`src/lpe_pkg.sv`:
```
// Shared types and constants for the Legendre polynomial evaluator.
// Holds command/status structs, operation codes and the square-root scale table.
// No dependencies.
`default_nettype none

package lpe_pkg;

	// Fixed-point anchors
	localparam logic signed [63:0] ONE_Q52 = 64'sd1 <<< 52;
	localparam logic signed [63:0] ONE_Q40 = 64'sd1 <<< 40;
	localparam logic signed [31:0] ONE_Q28 = 32'sd268435456;

	// Configuration register indexes
	localparam logic [1:0] CFG_POLY_DEGREE = 2'd0;
	localparam logic [1:0] CFG_NORM_MODE   = 2'd1;

	// Normalization modes (code 3 behaves like NORM_SQRT_TWO)
	localparam logic [1:0] NORM_SQRT_ORDER = 2'd0;
	localparam logic [1:0] NORM_NONE       = 2'd1;
	localparam logic [1:0] NORM_SQRT_TWO   = 2'd2;

	// Operations of the shared multiplier
	typedef enum logic [1:0] {
		MOP_XP,
		MOP_SLOPE,
		MOP_VAL,
		MOP_SLP
	} mul_op_t;

	// Rounding shift applied to a product
	typedef enum logic [1:0] {
		SH_28,
		SH_47,
		SH_48,
		SH_60
	} shift_t;

	// Controller to datapath commands (one-cycle pulses)
	typedef struct packed {
		logic    load;
		logic    recip_go;
		logic    mul_go;
		mul_op_t mul_op;
		logic    slope_fix;
		logic    emit;
		logic    next;
	} lpe_cmd_t;

	// Datapath to controller status
	typedef struct packed {
		logic need_recip;
		logic recip_done;
		logic mul_done;
		logic k_ge1;
		logic slope_by_mul;
		logic k_last;
		logic step_done;
	} lpe_stat_t;

	typedef logic [31:0][43:0] sqrt_tab_t;

	// Truncated sqrt(n) in Q40, digit-by-digit
	function automatic logic [43:0] sqrt_q40(input logic [7:0] n);
		logic [63:0] root;
		logic [63:0] rem;
		logic [63:0] pair;
		logic [63:0] trial;
		root = '0;
		rem  = '0;
		for (int i = 0; i < 44; i++) begin
			pair  = (i < 4) ? 64'((n >> (2 * (3 - i))) & 8'd3) : 64'd0;
			rem   = (rem << 2) | pair;
			trial = (root << 2) | 64'd1;
			if (rem >= trial) begin
				rem  = rem - trial;
				root = (root << 1) | 64'd1;
			end else begin
				root = root << 1;
			end
		end
		return root[43:0];
	endfunction

	function automatic sqrt_tab_t build_sqrt_tab();
		sqrt_tab_t tab;
		for (int n = 0; n < 32; n++) begin
			tab[n] = sqrt_q40(8'(n));
		end
		return tab;
	endfunction

	localparam sqrt_tab_t SQRT_TAB = build_sqrt_tab();

endpackage

`default_nettype wire

```
`src/lpe_ctrl.sv`:
```
// Controller state machine: sequences load, reciprocal, per-degree products,
// result strobe and recurrence step. Uses lpe_pkg.
`default_nettype none

module lpe_ctrl import lpe_pkg::*; (
	input  logic      clk,
	input  logic      arst_n,
	input  logic      start,
	output logic      busy,
	output lpe_cmd_t  cmd,
	input  lpe_stat_t stat
);

	typedef enum logic [3:0] {
		ST_IDLE,
		ST_LOAD,
		ST_CHECK,
		ST_RECIP,
		ST_TOP,
		ST_XP_W,
		ST_SLOPE,
		ST_SLP_W,
		ST_SCV_W,
		ST_SCS_W,
		ST_EMIT,
		ST_NEXT_W
	} state_t;

	state_t   state_q;
	logic     busy_q;
	lpe_cmd_t cmd_q;

	always_ff @(posedge clk or negedge arst_n) begin
		if (!arst_n) begin
			state_q <= ST_IDLE;
			busy_q  <= 1'b0;
			cmd_q   <= '0;
		end else begin
			cmd_q <= '0;
			case (state_q)
				ST_IDLE: if (start) begin
					cmd_q.load <= 1'b1;
					busy_q     <= 1'b1;
					state_q    <= ST_LOAD;
				end
				ST_LOAD: state_q <= ST_CHECK;
				ST_CHECK: begin
					if (stat.need_recip) begin
						cmd_q.recip_go <= 1'b1;
						state_q        <= ST_RECIP;
					end else begin
						state_q <= ST_TOP;
					end
				end
				ST_RECIP: if (stat.recip_done) begin
					state_q <= ST_TOP;
				end
				// x * P_k, shared by slope and recurrence
				ST_TOP: begin
					if (stat.k_ge1) begin
						cmd_q.mul_go <= 1'b1;
						cmd_q.mul_op <= MOP_XP;
						state_q      <= ST_XP_W;
					end else begin
						state_q <= ST_SLOPE;
					end
				end
				ST_XP_W: if (stat.mul_done) begin
					state_q <= ST_SLOPE;
				end
				ST_SLOPE: begin
					cmd_q.mul_go <= 1'b1;
					if (stat.slope_by_mul) begin
						cmd_q.mul_op <= MOP_SLOPE;
						state_q      <= ST_SLP_W;
					end else begin
						cmd_q.slope_fix <= 1'b1;
						cmd_q.mul_op    <= MOP_VAL;
						state_q         <= ST_SCV_W;
					end
				end
				ST_SLP_W: if (stat.mul_done) begin
					cmd_q.mul_go <= 1'b1;
					cmd_q.mul_op <= MOP_VAL;
					state_q      <= ST_SCV_W;
				end
				ST_SCV_W: if (stat.mul_done) begin
					cmd_q.mul_go <= 1'b1;
					cmd_q.mul_op <= MOP_SLP;
					state_q      <= ST_SCS_W;
				end
				ST_SCS_W: if (stat.mul_done) begin
					cmd_q.emit <= 1'b1;
					state_q    <= ST_EMIT;
				end
				ST_EMIT: begin
					if (stat.k_last) begin
						busy_q  <= 1'b0;
						state_q <= ST_IDLE;
					end else begin
						cmd_q.next <= 1'b1;
						state_q    <= ST_NEXT_W;
					end
				end
				ST_NEXT_W: if (stat.step_done) begin
					state_q <= ST_TOP;
				end
				default: state_q <= ST_IDLE;
			endcase
		end
	end

	assign busy = busy_q;
	assign cmd  = cmd_q;

endmodule

`default_nettype wire

```
`config.mk`:
```
export PLATFORM = sky130hd
export DESIGN_NAME = lpe_ctrl
export DESIGN_NICKNAME = d
export VERILOG_FILES = /design/src/lpe_pkg.sv /design/src/lpe_ctrl.sv
export SDC_FILE = /design/constraint.sdc
export NUM_CORES = 1
export LEC_CHECK = 0
export ABC_AREA = 1
export ABC_CLOCK_PERIOD_IN_PS = 2100
export BUFFER_PORTS_ARGS = -buffer_cell sky130_fd_sc_hd__buf_2
export CORE_MARGIN = 3
export CORE_UTILIZATION = 50
export CTS_CLUSTER_DIAMETER = 50
export DETAILED_ROUTE_END_ITERATION = 10
export PLACE_DENSITY = 0.76
export SLEW_MARGIN = 20
export SYNTH_ARGS = -nofsm -noshare
export SYNTH_HDL_FRONTEND = slang
export SYNTH_SLANG_ARGS = --single-unit
```
`constraint.sdc`:
```
create_clock -name clk -period 2.1 [get_ports clk]
set_input_delay 0.315 -clock clk [delete_from_list [all_inputs] [get_ports clk]]
set_output_delay 0.315 -clock clk [all_outputs]
set_load 0.01 [all_outputs]
```
-- Word level (Yosys, flattened, before mapping)
Index checks and enable logic that the tools add are counted.
- register bits after elaboration: 13
- input bits: 10
- eq/ne operators: 19
- muxes and demuxes: 30
- reduce and logical (&&, ||, !) cells: 4
- operators with widths (cell ; count):
    $pmux W4 S12 ; 1
    $mux W4 ; 9
    $eq A4 B3 Y1 const B ; 4
    $eq A4 B4 Y1 const B ; 4
    $ne A2 B2 Y1 const B ; 8
    $mux W1 ; 12
    $mux W3 ; 4
    $pmux W3 S4 ; 1
    $eq A4 B2 Y1 const B ; 2
    $reduce_and A7 Y1 ; 1
    $eq A4 B1 Y1 const B ; 1
    $logic_not A4 Y1 ; 1
    $mux W2 ; 2
    $reduce_and A3 Y1 ; 1
    $pmux W1 S2 ; 1
    $reduce_bool A2 Y1 ; 1

-- Logic depth before layout (Yosys ltp)
- depth in word-level cells: 3
- gate-level depth with buffers: 10

-- Worst setup path before layout
No wires, ideal clock.
- path kind: register to register
- start: register state_q[0]
- end: register state_q[1]
- arrival time: 1087 ps
- setup slack: 948 ps
- cell stages (with the launch flop): 9
- path buffers: 1
- clock period less this slack: 1152 ps
- cell sequence: dfrtp_1 > buf_6 > nor2_2 > nand2_1 > nor2_2 > nor2_4 > nand2_2 > nand2_1 > nand2_1
- cells in the longest elaborated chain, start to end: 3
- elaborated cells between the ends (all ways): 21
- classes of those cells: eq/ne: 18; mux: 1; reduce/logical: 2
- RTL lines (element ; line ; text):
    from (decl) ; lpe_ctrl.sv:29 ; state_t state_q;
    from (signal assigned) ; lpe_ctrl.sv:35 ; state_q <= ST_IDLE;
    from (signal assigned) ; lpe_ctrl.sv:44 ; state_q <= ST_LOAD;
    from (signal assigned) ; lpe_ctrl.sv:46 ; ST_LOAD: state_q <= ST_CHECK;
    $eq A4 B2 Y1 (tied with other cells) ; lpe_ctrl.sv:40 ; case (state_q)
    $ne A2 B2 Y1 (no line) ; n/a ;
    $reduce_and A7 Y1 (no line) ; n/a ;
Parallel ways exist; a longest one is shown, timed or not.
A chain may end at the register's enable or synchronous reset.

-- Worst setup path in the final report
- start: register state_q[1]
- end: register state_q[1]
Same word-level chain as after synthesis.

==> results.py <==
metrics = {
    "setup_path": {
        "startpoint_type": "flop",
        "end_kind": "flop",
        "r2r_start": "state_q[1]",
        "required_ns": 2.32,
        "regToRegSetupSlack_ns": 0.73,
        "reg2regPathDepth": 8,
        "cp.arrival_ns": 1.58,
        "cp_max_fo": 7,
        "crit_type": "reg2reg",
        "r2r-end": "state_q[1]",
    },
    "cts": {
        "postCtsResizedCells": 0,
        "path_clk_slew_ns": 0.08,
        "h-tree-depth": 1,
        "clockBufferDepth": 2,
        "cts_tree": "built",
        "cts_inserted_buffers": 3,
        "root_buffer": "clkbuf_4",
        "cts_setup_buffers": 0,
        "clk_latency_ns": 0.27,
        "cts.sinks": 13,
    },
    "logic_synthesis": {
        "avgSynthCellArea_um2": 7.12,
        "syn_area_um2": 719,
        "yosysWarningCount": 0,
        "syn_inst": 101,
        "ys_seq_area_share_pct": 45.2,
        "syn_nets": 111,
        "synth.distinct_cells": 15,
        "ys_ff_latch": 13,
    },
    "global_route": {
        "grt_pass1_vias": 615,
        "grt_pass1_wl_um": 2640,
        "antenna_found_initial": 0,
        "met3_usage_pct": 5.39,
        "grt_max_degree": 14,
        "grt_use_met2_pct": 28.2,
        "grt_use_met1_pct": 24.6,
        "grt.total_usage_pct": 18.8,
        "grt.busiest_layer": "met2",
        "gr-total-overflow": 0,
    },
    "timing": {
        "worstMarginPinSlew_ns": 0.328,
        "finalCritPeriodShare_pct": 65.1,
        "rsz0062_at_grt": "no",
        "hold_viol_final": 0,
        "max_freq_mhz": 732,
        "drv_slew": 0,
        "period_needed_ns": 1.37,
        "maxSlewHeadroom_pct": 78.1,
        "setup_viol": 0,
        "tns_ns": 0,
        "hold_ws_ns": 0.224,
        "skew_ns": 0.00145,
    },
    "routing": {
        "firstDrtPassIters": 4,
        "drt_iter0_markers": 27,
        "routedWlPerCell_um": 11.1,
        "final_antenna_net_count": 0,
        "routed_wirelength_um": 1530,
        "drc": 0,
        "vias": 701,
        "viasPerCell": 5.08,
    },
    "layout": {
        "area_growth_pct": 18.6,
        "drive_above_1_share_pct": 24.4,
        "antenna_cells": 0,
        "nNetsFinal": 134,
    },
    "placement": {
        "dp_hpwl_um": 1150,
        "place_congestion": 0.845,
        "io_buffers": 18,
    },
    "die": {
        "rows": 13,
        "ios": 19,
        "core-area_mm2": 0.00132,
        "dieArea_mm2": 0.00193,
        "start_util_pct": 54.6,
        "die_h_um": 43.9,
        "dieWidth_um": 43.9,
    },
    "status": {
        "status": "completed",
    },
    "worst_hold_path": {
        "hold_path_class": "in2reg",
        "whs_endpoint": "cmd[2]",
        "min_from": "stat[2]",
        "hold_depth": 2,
    },
    "power": {
        "ir_drop_uv": 591,
        "leakage_nw": 0.521,
        "powerDensity_mw_per_mm2": 1230,
    },
    "run": {
        "max_cap_viol_count": 0,
    },
}
sequential cells by signal, indices dropped and copies added, names as in the netlist:
signal	count
busy	1
cmd	8
state_q	4
critical path, cell delays in order, from the launching register on:
cell	delay [ns]
dfrtp_1	0.52
inv_2	0.10
nor2_2	0.14
nand3_1	0.17
nand2_1	0.11
inv_1	0.06
nand2_1	0.09
nand3_1	0.07
nand2_1	0.06
layer usage:
metal,vias to the layer above,wire length (µm)
li1,350,-
met1,307,679
met2,39,663
met3,5,148
met4,0,37
met5,-,0
through the flow:
stage               power (W)  std cells  setup slack (ns)  instance area [µm²]  utilization (%)
floorplan            0.000775        101             0.948                  719                -
global placement     0.000899        133             0.766                  817             62.0
detailed placement   0.000888        133             0.795                  817             62.0
CTS                   0.00105        138             0.780                  853             64.8
global route          0.00114        138             0.648                  853             64.8
finish                0.00105        138             0.733                  853             64.8
cell usage after synthesis (all sizes together):
| library cell | number | area [µm²] |
|---|---|---|
| nand2 | 32 | 130 |
| nor2 | 20 | 90.1 |
| inv | 17 | 63.8 |
| dfrtp | 13 | 325 |
| nand3 | 9 | 45.0 |
| o21ai | 4 | 20.0 |
| nand3b | 2 | 15.0 |
| buf | 1 | 11.3 |
| nor3 | 1 | 5.00 |
| o211ai | 1 | 7.51 |
| o22ai | 1 | 6.26 |
where the power goes:
group / internal (W) / switching, W / leakage, nW
Clock: 0.0000736 / 0.0000788 / 0.0150
Combinational: 0.000177 / 0.000327 / 0.336
Sequential: 0.000321 / 0.0000752 / 0.170
Total: 0.000573 / 0.000481 / 0.521
kinds of logic (layout without fill, tap and decap cells):
family / Yosys count / in the layout / share of synthesized area, %
buffers and inverters: 18 / 40 / 10.4
AO/OA/AOI/OAI: 6 / 6 / 4.70
flip-flops: 13 / 13 / 45.2
AND/OR/NAND/NOR: 64 / 64 / 39.7
final cells by class:
type	count	area, µm²
fillers	115	464
flip-flops and latches	13	325
multi-input cells	70	319
repair buffers	19	100
inverters	17	63.8
clock buffers	4	26.3
well taps	15	18.8
worst max-delay path by stage:
stage | depth (start not counted) | slack (ns) | startpoint | to
6_report | 8 | 0.73 | state_q[1] | state_q[1]
5_1_grt | 7 | 0.65 | state_q[0] | state_q[3]
4_1_cts | 7 | 0.78 | state_q[0] | state_q[0]
3_5_place_dp | 7 | 0.80 | state_q[0] | state_q[0]
3_3_place_gp | 7 | 0.77 | state_q[0] | state_q[3]
2_1_floorplan | 8 | 0.95 | state_q[0] | state_q[1]
placed cells by master (no fill, tap or decap):
| cell | instances |
|---|---|
| nor2_2 | 3 |
| o211ai_1 | 1 |
| nor2_4 | 1 |
| dlygate4sd3_1 | 1 |
| inv_1 | 16 |
| o21ai_0 | 4 |
| o22ai_1 | 1 |
| inv_2 | 1 |
| clkbuf_4 | 3 |
| nand2_1 | 28 |
| nand3b_1 | 2 |
| clkbuf_1 | 1 |
| nor2_1 | 16 |
| nand3_1 | 9 |
| buf_2 | 18 |
| nor3_1 | 1 |
| nand2_2 | 4 |
| dfrtp_1 | 13 |
what timing repair did:
action | in CTS | in global routing
hold buffers | 1 | 0
hold endpoints to repair | 13 | 0
endpoints found under the setup margin | 0 | 0
Power figures use the tool's default switching activity.
